File: config.mk
export PLATFORM = sky130hd
export DESIGN_NAME = qou_controller
export DESIGN_NICKNAME = d
export VERILOG_FILES = /design/src/design/qou_pkg.sv /design/src/design/qou_controller.sv
export SDC_FILE = /design/constraint.sdc
export NUM_CORES = 1
export LEC_CHECK = 0
export BUFFER_PORTS_ARGS = -buffer_cell sky130_fd_sc_hd__buf_2
export CAP_MARGIN = 30
export CORE_ASPECT_RATIO = 1.1
export CORE_MARGIN = 4
export CORE_UTILIZATION = 52
export DETAILED_ROUTE_END_ITERATION = 10
export PLACE_DENSITY = 0.76
export SLEW_MARGIN = 40
export SYNTH_ARGS = -nofsm -noshare
export SYNTH_HDL_FRONTEND = slang
export SYNTH_SLANG_ARGS = --single-unit
File: constraint.sdc
create_clock -name clk_i -period 1.75 [get_ports clk_i]
set_input_delay 0.175 -clock clk_i [delete_from_list [all_inputs] [get_ports clk_i]]
set_output_delay 0.175 -clock clk_i [all_outputs]
set_load 0.02 [all_outputs]
File: src/design/qou_pkg.sv
// Shared types, constants and helper functions of the quaternion orientation unit.
package qou_pkg;

  localparam int unsigned CompWidth = 32;
  localparam int unsigned FracBits  = 30;
  localparam int unsigned VecFrac   = 16;
  localparam int unsigned ThrWidth  = 30;
  localparam int unsigned ActWidth  = 3;
  localparam int unsigned MulWidth  = 33;
  localparam int unsigned ProdWidth = 66;
  localparam int unsigned VprWidth  = 64;
  localparam int unsigned AccWidth  = 100;
  localparam int unsigned LenWidth  = 33;
  localparam int unsigned RemWidth  = 36;
  localparam int unsigned NumWidth  = 62;
  localparam int unsigned IterWidth = 6;
  localparam int unsigned SqrtSteps = 33;
  localparam int unsigned DivSteps  = 62;

  localparam logic [ThrWidth-1:0]         ThrReset = 30'd1024;
  localparam logic signed [CompWidth-1:0] OneQ     = 32'sh4000_0000;
  localparam logic signed [CompWidth-1:0] CompMax  = 32'sh7fff_ffff;
  localparam logic signed [CompWidth-1:0] CompMin  = 32'sh8000_0000;

  typedef logic signed [CompWidth-1:0] comp_t;

  typedef enum logic [ActWidth-1:0] {
    ACT_LOAD = 3'd0,
    ACT_MUL  = 3'd1,
    ACT_ROT  = 3'd2,
    ACT_INT  = 3'd3,
    ACT_NORM = 3'd4
  } action_e;

  typedef enum logic [3:0] {
    ST_IDLE, ST_VPROD, ST_MAC, ST_WRITE, ST_SQ, ST_SQRT, ST_CHECK,
    ST_DIV_INIT, ST_DIV, ST_DIV_WRITE, ST_COMMIT
  } state_e;

  typedef enum logic [3:0] {
    DP_NONE, DP_ACCEPT, DP_VPROD, DP_MAC, DP_WRITE, DP_SQ, DP_SQRT, DP_CHECK,
    DP_DIV_INIT, DP_DIV, DP_DIV_WRITE, DP_COMMIT
  } dp_op_e;

  typedef struct packed {
    dp_op_e     op;
    logic [1:0] comp;
    logic [1:0] term;
    logic       hi;
    logic       first;
  } dp_cmd_t;

  typedef struct packed {
    logic degen;
  } dp_stat_t;

  typedef struct packed {
    logic [1:0] a_idx;
    logic [1:0] b_idx;
    logic       neg;
  } ham_term_t;

  typedef struct packed {
    comp_t val;
    logic  clip;
  } sat_t;

  // One term of the Hamilton product a * b: component c, term t.
  function automatic ham_term_t ham_term(logic [1:0] c, logic [1:0] t);
    ham_term_t r;
    case ({c, t})
      4'h0: r = '{2'd0, 2'd0, 1'b0};
      4'h1: r = '{2'd1, 2'd1, 1'b1};
      4'h2: r = '{2'd2, 2'd2, 1'b1};
      4'h3: r = '{2'd3, 2'd3, 1'b1};
      4'h4: r = '{2'd0, 2'd1, 1'b0};
      4'h5: r = '{2'd1, 2'd0, 1'b0};
      4'h6: r = '{2'd2, 2'd3, 1'b0};
      4'h7: r = '{2'd3, 2'd2, 1'b1};
      4'h8: r = '{2'd0, 2'd2, 1'b0};
      4'h9: r = '{2'd2, 2'd0, 1'b0};
      4'ha: r = '{2'd3, 2'd1, 1'b0};
      4'hb: r = '{2'd1, 2'd3, 1'b1};
      4'hc: r = '{2'd0, 2'd3, 1'b0};
      4'hd: r = '{2'd3, 2'd0, 1'b0};
      4'he: r = '{2'd1, 2'd2, 1'b0};
      default: r = '{2'd2, 2'd1, 1'b1};
    endcase
    return r;
  endfunction

  // Clamp a wide signed value to one component.
  function automatic sat_t sat_comp(logic signed [AccWidth-1:0] v);
    sat_t r;
    logic [AccWidth-CompWidth:0] top;
    top = v[AccWidth-1:CompWidth-1];
    if (top == '0 || top == '1) begin
      r.val  = v[CompWidth-1:0];
      r.clip = 1'b0;
    end else begin
      r.val  = v[AccWidth-1] ? CompMin : CompMax;
      r.clip = 1'b1;
    end
    return r;
  endfunction

endpackage

File: src/design/qou_controller.sv
// Sequencing state machine of the quaternion orientation unit.
module qou_controller (
  input  logic                         clk_i,
  input  logic                         rst_ni,
  input  logic                         in_valid_i,
  input  logic [qou_pkg::ActWidth-1:0] action_i,
  output logic                         in_ready_o,
  input  logic                         out_ready_i,
  output logic                         out_valid_o,
  input  qou_pkg::dp_stat_t            stat_i,
  output qou_pkg::dp_cmd_t             cmd_o
);

  qou_pkg::state_e state_q, state_d;
  logic [1:0] comp_q, comp_d, term_q, term_d;
  logic part_q, part_d;
  logic [qou_pkg::IterWidth-1:0] iter_q, iter_d;
  logic [qou_pkg::ActWidth-1:0] action_q, action_d;
  logic out_valid_q, out_valid_d;
  logic slot_free;

  assign slot_free = !out_valid_q || out_ready_i;

  always_comb begin
    state_d  = state_q;
    comp_d   = comp_q;
    term_d   = term_q;
    part_d   = part_q;
    iter_d   = iter_q;
    action_d = action_q;
    case (state_q)
      qou_pkg::ST_IDLE: begin
        if (in_valid_i) begin
          action_d = action_i;
          comp_d   = '0;
          term_d   = '0;
          part_d   = 1'b0;
          case (action_i)
            qou_pkg::ACT_MUL, qou_pkg::ACT_ROT: state_d = qou_pkg::ST_MAC;
            qou_pkg::ACT_INT: begin
              state_d = qou_pkg::ST_VPROD;
              comp_d  = 2'd1;
            end
            qou_pkg::ACT_NORM: state_d = qou_pkg::ST_SQ;
            default: state_d = qou_pkg::ST_COMMIT;
          endcase
        end
      end
      qou_pkg::ST_VPROD: begin
        if (comp_q == 2'd3) begin
          comp_d  = '0;
          state_d = qou_pkg::ST_MAC;
        end else begin
          comp_d = comp_q + 2'd1;
        end
      end
      qou_pkg::ST_MAC: begin
        if (action_q == qou_pkg::ACT_INT) begin
          part_d = !part_q;
          if (part_q) begin
            term_d = term_q + 2'd1;
          end
        end else begin
          term_d = term_q + 2'd1;
        end
        if (term_q == 2'd3 && (action_q != qou_pkg::ACT_INT || part_q)) begin
          state_d = qou_pkg::ST_WRITE;
        end
      end
      qou_pkg::ST_WRITE: begin
        if (comp_q == 2'd3) begin
          state_d = qou_pkg::ST_COMMIT;
        end else begin
          comp_d  = comp_q + 2'd1;
          state_d = qou_pkg::ST_MAC;
        end
      end
      qou_pkg::ST_SQ: begin
        if (comp_q == 2'd3) begin
          iter_d  = '0;
          state_d = qou_pkg::ST_SQRT;
        end else begin
          comp_d = comp_q + 2'd1;
        end
      end
      qou_pkg::ST_SQRT: begin
        if (iter_q == qou_pkg::IterWidth'(qou_pkg::SqrtSteps - 1)) begin
          state_d = qou_pkg::ST_CHECK;
        end else begin
          iter_d = iter_q + 1'b1;
        end
      end
      qou_pkg::ST_CHECK: begin
        comp_d  = '0;
        state_d = stat_i.degen ? qou_pkg::ST_COMMIT : qou_pkg::ST_DIV_INIT;
      end
      qou_pkg::ST_DIV_INIT: begin
        iter_d  = '0;
        state_d = qou_pkg::ST_DIV;
      end
      qou_pkg::ST_DIV: begin
        if (iter_q == qou_pkg::IterWidth'(qou_pkg::DivSteps - 1)) begin
          state_d = qou_pkg::ST_DIV_WRITE;
        end else begin
          iter_d = iter_q + 1'b1;
        end
      end
      qou_pkg::ST_DIV_WRITE: begin
        if (comp_q == 2'd3) begin
          state_d = qou_pkg::ST_COMMIT;
        end else begin
          comp_d  = comp_q + 2'd1;
          state_d = qou_pkg::ST_DIV_INIT;
        end
      end
      qou_pkg::ST_COMMIT: begin
        if (slot_free) begin
          state_d = qou_pkg::ST_IDLE;
        end
      end
      default: state_d = qou_pkg::ST_IDLE;
    endcase
  end

  always_comb begin
    cmd_o       = '{qou_pkg::DP_NONE, comp_q, term_q, part_q, 1'b0};
    in_ready_o  = 1'b0;
    out_valid_d = out_valid_q && !out_ready_i;
    case (state_q)
      qou_pkg::ST_IDLE: begin
        in_ready_o = 1'b1;
        if (in_valid_i) begin
          cmd_o.op = qou_pkg::DP_ACCEPT;
        end
      end
      qou_pkg::ST_VPROD: cmd_o.op = qou_pkg::DP_VPROD;
      qou_pkg::ST_MAC: begin
        cmd_o.op    = qou_pkg::DP_MAC;
        cmd_o.first = (term_q == 2'd0) && !part_q;
      end
      qou_pkg::ST_WRITE: cmd_o.op = qou_pkg::DP_WRITE;
      qou_pkg::ST_SQ: begin
        cmd_o.op    = qou_pkg::DP_SQ;
        cmd_o.first = (comp_q == 2'd0);
      end
      qou_pkg::ST_SQRT: begin
        cmd_o.op    = qou_pkg::DP_SQRT;
        cmd_o.first = (iter_q == '0);
      end
      qou_pkg::ST_CHECK: cmd_o.op = qou_pkg::DP_CHECK;
      qou_pkg::ST_DIV_INIT: cmd_o.op = qou_pkg::DP_DIV_INIT;
      qou_pkg::ST_DIV: cmd_o.op = qou_pkg::DP_DIV;
      qou_pkg::ST_DIV_WRITE: cmd_o.op = qou_pkg::DP_DIV_WRITE;
      qou_pkg::ST_COMMIT: begin
        if (slot_free) begin
          cmd_o.op    = qou_pkg::DP_COMMIT;
          out_valid_d = 1'b1;
        end
      end
      default: ;
    endcase
  end

  always_ff @(posedge clk_i or negedge rst_ni) begin
    if (!rst_ni) begin
      state_q     <= qou_pkg::ST_IDLE;
      comp_q      <= '0;
      term_q      <= '0;
      part_q      <= 1'b0;
      iter_q      <= '0;
      action_q    <= '0;
      out_valid_q <= 1'b0;
    end else begin
      state_q     <= state_d;
      comp_q      <= comp_d;
      term_q      <= term_d;
      part_q      <= part_d;
      iter_q      <= iter_d;
      action_q    <= action_d;
      out_valid_q <= out_valid_d;
    end
  end

  assign out_valid_o = out_valid_q;

  // The length check only follows a normalize request.
  a_check_norm: assert property (@(posedge clk_i) disable iff (!rst_ni)
    state_q == qou_pkg::ST_CHECK |-> action_q == qou_pkg::ACT_NORM)
    else $error("length check outside normalize");

  // Only integrate splits each term into two partial products.
  a_part_int: assert property (@(posedge clk_i) disable iff (!rst_ni)
    (state_q == qou_pkg::ST_MAC && action_q != qou_pkg::ACT_INT) |-> !part_q)
    else $error("partial product step outside integrate");

  // A finished result waits while the previous one is still held.
  a_commit_hold: assert property (@(posedge clk_i) disable iff (!rst_ni)
    (state_q == qou_pkg::ST_COMMIT && out_valid_q && !out_ready_i)
      |=> state_q == qou_pkg::ST_COMMIT)
    else $error("result committed over a pending beat");

  // A normalize beat starts with the sum of squares.
  a_norm_start: assert property (@(posedge clk_i) disable iff (!rst_ni)
    (in_valid_i && in_ready_o && action_i == qou_pkg::ACT_NORM)
      |=> state_q == qou_pkg::ST_SQ)
    else $error("normalize did not start with the sum of squares");

endmodule

==> results.json, run 1 <==
{
  "syn_inst": 182,
  "drtIter0Drc": 151,
  "cts_sinks": 19,
  "grt_pass1_wl_um": 7060,
  "setup_viol": 7,
  "hold_class": "input pin to register",
  "syn_area_um2": 1550,
  "period_share_pct": 114,
  "met3_length_um": 260,
  "antenna_found_initial": 0,
  "netlist_top_cells_area": "dfrtp_1 31%, ha_1 6.5%, o21ai_0 5.8%",
  "yosysWarnings": 0,
  "power.density_nw_per_um2": 1670,
  "synth_top_area_share_pct": 30.7,
  "cp_top_family": "simple AND/OR/NAND/NOR gates",
  "grt_overflow": 0,
  "p_leak_uw": 0.000998,
  "p_sw_share_pct": 45.0,
  "grt_max_degree": 20,
  "drive_gt1_share_pct": 46.8,
  "n_antenna_cell": 0,
  "cp_slowest_stage_delay_ns": 0.42,
  "wl_per_cell_um": 19.6,
  "synth_top_flop_cell": "dfrtp_1",
  "power_uw": 3720,
  "cts_tree": "done",
  "root_buffer": "clkbuf_4",
  "violations": "negative setup slack",
  "end_kind": "output port",
  "outcome": "finished, violations left",
  "crit_slowest_cell": "dfrtp_1",
  "routed_wl_um": 5250,
  "synthArstFlopShare_pct": 100,
  "p_clk_share_pct": 6.1,
  "htree_levels": 1,
  "setup_ws_ns": -0.240,
  "portBuffers": 19,
  "firstDrtPassIters": 4,
  "seq_area_frac_synth_pct": 30.7,
  "clkLatencyLatePin_ns": 0.31,
  "gp_congestion": 0.853,
  "synth_top_cell_by_area": "dfrtp_1",
  "via_per_inst": 6.46,
  "finalMaxSlewViolations": 0,
  "cp.required_ns": 1.57,
  "vias": 1730,
  "dieWidth_um": 60.0,
  "finClkSkew_ns": 0.0143,
  "start_util_pct": 55.2,
  "ir_worst_vdd_mv": 0.993,
  "path_common_cell": "a21oi_2",
  "die_h_um": 65.2,
  "grtUsageTotal_pct": 23.5,
  "syn-num-nets": 198,
  "dp_hpwl_um": 3120,
  "yosysMostFrequentCell": "nand2_1",
  "pwr-share-comb_pct": 74.1,
  "core_area_um2": 2800,
  "numCtsBuffers": 3,
  "max_slew_margin_pct": 69.7,
  "nNetsFinal": 252,
  "yosys.cell_types.count": 56,
  "rsz0062_at_grt": "yes",
  "final_antenna_net_count": 0,
  "worst_slew_pin_slew_ns": 0.451,
  "cp.buffers_inverters": 2,
  "crit_path_start_kind": "register",
  "cp_cell_sequence": "inv_2, ha_4, nor4b_4, nand3b_1, a21oi_2, nand2_1, a21oi_2, buf_4",
  "path_class": "register to output port",
  "netlist_top_cells_count": "20 x nand2_1, 19 x dfrtp_1, 18 x o21ai_0, 10 x inv_1, 10 x nor2_1",
  "routed.top_layer": "met4",
  "synth_seq_cells": 19,
  "switchingPower_uw": 1670,
  "crit_fanout": 2,
  "wl_met2_um": 2740,
  "syn_avg_cell_area_um2": 8.50,
  "fmax_mhz": 502,
  "synth_edf_count": 0,
  "maxCapViolCount": 0,
  "die_area_um2": 3910,
  "grt_pass1_vias": 1579,
  "wl_met1_um": 2010,
  "hold_viol_final": 0,
  "path_clk_slew_ns": 0.11,
  "worst-endpoint-arrival_ns": 1.82,
  "final_core_util_pct": 79.3,
  "power_frac_seq_pct": 19.8,
  "clockBufferDepth": 2,
  "ios": 20,
  "area_growth_pct": 43.7,
  "fp-row-count": 20,
  "drc": 0,
  "period_minus_slack_ns": 1.99,
  "p_int_uw": 2050
}
-- cell usage in the layout, fill, tap and decap left out, types with 4 or more instances in the layout --
cell / netlist / routed
dfrtp_1: 19 / 15
nor2_1: 10 / 10
dfrtp_2: 0 / 4
a21oi_2: 1 / 6
ha_1: 8 / 6
nand2_1: 20 / 19
o21ai_1: 2 / 5
buf_4: 2 / 35
buf_2: 7 / 15
o21ai_0: 18 / 12
nor3_1: 5 / 4
nand3_1: 8 / 8
inv_1: 10 / 7
buf_6: 2 / 7
-- sequential cells by signal (all words and copies together), names as in the netlist --
register,cells
action_q,3
comp_q,2
iter_q,6
out_valid_o,1
part_q,1
state_q,4
term_q,2
-- layer usage --
metal	track usage [%]	up-vias
met5	0	-
met4	12.5	0
met3	2.75	27
met2	41.5	94
met1	26.8	836
li1	-	773
-- path summary, 6_finish.rpt --
check / from / endpoint / cells after the start / slack [ns]
setup / recovery: iter_q[1]$_DFFE_PN0P_ / cmd_o[0] / 8 / -0.24
min in group asynchronous: rst_ni / part_q$_DFFE_PN0P_ / 2 / 0.32
hold / removal: action_i[1] / action_q[1]$_DFFE_PN0P_ / 2 / 0.14
max in group asynchronous: rst_ni / state_q[3]$_DFFE_PN0P_ / 2 / 1.09
hold reg to reg: action_q[2]$_DFFE_PN0P_ / action_q[2]$_DFFE_PN0P_ / 1 / 0.55
setup reg to reg: iter_q[1]$_DFFE_PN0P_ / state_q[3]$_DFFE_PN0P_ / 8 / -0.23
-- power groups by stage --
stage	Clock (uW)	Sequential (uW)	Combinational, uW
after floorplan	0	754	1270
after global placement	0	727	1870
after detailed placement	0	741	1940
after CTS	233	728	2110
after global routing	250	759	2920
final	227	738	2760
-- area by class of cell --
| cell class | instances | area (um^2) |
|---|---|---|
| clock buffers | 4 | 26.3 |
| fillers | 189 | 579 |
| inverters | 10 | 37.5 |
| multi-input cells | 141 | 1150 |
| flip-flops and latches | 19 | 480 |
| well taps | 33 | 41.3 |
| repair buffers | 61 | 487 |
-- timing repair --
item | CTS | global route
buffers inserted | 4 | 12
hold buffers | 1 | 0
endpoints found under the setup margin | 7 | 19
endpoints found under the hold margin | 19 | 0
pin swaps | 6 | 19
gates resized for setup | 11 | 49
-- per-stage QoR --
stage | instances | instance area, um^2 | hold slack, ns | setup WS (ns) | TNS (ns)
2_1_floorplan | 182 | 1560 | -0.121 | -0.0210 | -0.0210
4_1_cts | 256 | 1930 | 0.129 | -0.149 | -0.237
5_1_grt | 268 | 2220 | 0.122 | -0.361 | -1.47
3_5_place_dp | 247 | 1820 | 0.139 | -0.0398 | -0.0467
6_report | 268 | 2220 | 0.138 | -0.240 | -0.640
3_3_place_gp | 247 | 1820 | 0.141 | 0.0180 | 0
-- logic make-up (layout without fill, tap and decap cells) --
logic type,count (synthesis),in the layout,synth area share (%)
AO/OA/AOI/OAI,60,60,26.6
AND/OR/NAND/NOR,63,63,22.0
buffers and inverters,22,75,7.36
XOR/XNOR,3,3,1.70
multiplexers,7,7,5.17
adder cells (fa/ha/maj),8,8,6.47
flip-flops,19,19,30.7
Note: power is estimated with default switching activity, not from simulation.
==> inputs of run 2 (changes only) <==
- CORE_UTILIZATION: 52 -> 62
- PLACE_DENSITY: 0.76 -> 0.85
- clock period: 1.75 -> 2.4 ns (I/O delays scaled with it)
==> results.json, run 2 (same netlist as run 1, synthesis figures left out) <==
{
  "crit_fanout": 4,
  "worst-endpoint-arrival_ns": 1.95,
  "antenna_found_initial": 0,
  "wl_per_cell_um": 16.7,
  "grtUsageTotal_pct": 24.5,
  "hold_class": "input pin to register",
  "largest_register_ffs": 6,
  "portBuffers": 19,
  "n_antenna_cell": 0,
  "top_regs": "iter_q: 6 flops, state_q: 4 flops, action_q: 3 flops",
  "dp.cells": 223,
  "path_class": "register to output port",
  "nNetsFinal": 215,
  "tns_ns": 0,
  "die_h_um": 60.4,
  "multi_input_area_um2": 965,
  "final_antenna_net_count": 0,
  "regMostFlops": "iter_q",
  "end_kind": "output port",
  "drc": 0,
  "setup_viol": 0,
  "numCtsBuffers": 3,
  "vias": 1460,
  "clkLatencyLatePin_ns": 0.31,
  "start_util_pct": 66.7,
  "max_slew_margin_pct": 59.8,
  "grt_overflow": 0,
  "firstDrtPassIters": 4,
  "fmax_mhz": 456,
  "pre_cts_slack_ns": 0.337,
  "clockBufferDepth": 2,
  "routed_wl_um": 3820,
  "rsz0062_at_grt": "no",
  "setup_ws_ns": 0.206,
  "grt_pass1_wl_um": 6360,
  "grt_pass1_vias": 1345,
  "outcome": "complete, no violations",
  "regArea_um2": 475,
  "cts_tree": "done",
  "finClkSkew_ns": 0.00469,
  "htree_levels": 1,
  "power.density_nw_per_um2": 1140,
  "drive_gt1_share_pct": 21.2,
  "period_minus_slack_ns": 2.19,
  "fp-row-count": 18,
  "fillers": 175,
  "post_cts_buffers": 0,
  "area_growth_pct": 9.14,
  "gp_congestion": 0.959,
  "dieWidth_um": 55.6,
  "finalMaxSlewViolations": 0,
  "ir_worst_vdd_mv": 0.929,
  "mostFrequentLayoutCells": "20 x nand2_1, 19 x dfrtp_1, 19 x buf_2",
  "path_clk_slew_ns": 0.11,
  "layout_commonest_cell": "nand2_1",
  "worst_slew_pin_slew_ns": 0.601,
  "dp_hpwl_um": 2710,
  "hold_viol_final": 0,
  "final-instance-count-excl-fill": 228,
  "p_leak_uw": 0.000738,
  "crit_path_start_kind": "register",
  "grt_max_degree": 25,
  "cts_sinks": 19,
  "cp.required_ns": 2.16,
  "period_share_pct": 91.4,
  "maxCapViolCount": 0,
  "root_buffer": "clkbuf_4",
  "ios": 20,
  "core_area_um2": 2320,
  "final_core_util_pct": 72.8,
  "drtIter0Drc": 44,
  "die_area_um2": 3360,
  "via_per_inst": 6.40
}
[run 2: changes by cell type in the layout (fill, tap and decap cells not counted), moves of 5 or more]
| cell | delta |
|---|---|
| a21oi_1 | +5 |
| a21oi_2 | -5 |
| buf_4 | -32 |
| buf_6 | -7 |
| o21ai_0 | +6 |
[run 2: cell type report]
type                    instances  area share [%]
multi-input cells             141            57.1
inverters                      10            2.22
well taps                      30            2.22
repair buffers                 24            8.74
clock buffers                   4            1.56
flip-flops and latches         19            28.1
[run 2: stage by stage]
step | cell area, um^2 | total power [uW] | hold slack, ns
floorplan | 1550 | 1460 | -0.0556
global placement | 1650 | 1670 | 0.198
detailed placement | 1650 | 1730 | 0.208
CTS | 1680 | 1910 | 0.175
global route | 1690 | 2080 | 0.167
finish | 1690 | 1920 | 0.180
[run 2: report_power, final]
part           internal, uW  total (uW)  leakage (uW)  switching (uW)
sequential              425         580      0.000243             155
clock                  65.1         171     0.0000150             106
combinational           508        1170      0.000480             664
total                   998        1920      0.000738             925
[run 2: routing by layer]
| metal | wire [um] | global-route usage, % | share of wire (%) |
|---|---|---|---|
| met4 | 107 | 15.3 | 2.8 |
| met5 | 0 | 0 | 0 |
| met1 | 1670 | 31.3 | 44 |
| met3 | 284 | 4.26 | 7.4 |
| met2 | 1750 | 39.4 | 46 |
[run 2: path summary, 6_finish.rpt]
kind | startpoint | endpoint | slack, ns | cells after the start
max | iter_q[1]$_DFFE_PN0P_ | cmd_o[0] | 0.21 | 8
min | action_i[0] | action_q[0]$_DFFE_PN0P_ | 0.18 | 2
max reg2reg | state_q[3]$_DFFE_PN0P_ | state_q[3]$_DFFE_PN0P_ | 0.37 | 5
min reg2reg | iter_q[5]$_DFFE_PN0P_ | iter_q[5]$_DFFE_PN0P_ | 0.55 | 1
max in group asynchronous | rst_ni | iter_q[2]$_DFFE_PN0P_ | 1.71 | 2
min in group asynchronous | rst_ni | term_q[0]$_DFFE_PN0P_ | 0.38 | 2
[run 2: critical path: stages, from the launching register on]
cell and delay [ns]:
dfrtp_1 0.43, inv_1 0.12, ha_1 0.15, nor4b_2 0.28
nand3b_1 0.12, a21oi_1 0.18, nand2_1 0.08, a21oi_1 0.11
buf_2 0.18
[run 2: timing repair]
action | in CTS | in global routing
endpoints found under the hold margin | 19 | 0
resized for setup | 0 | 1
hold buffers | 1 | 0
endpoints found under the setup margin | 0 | 1
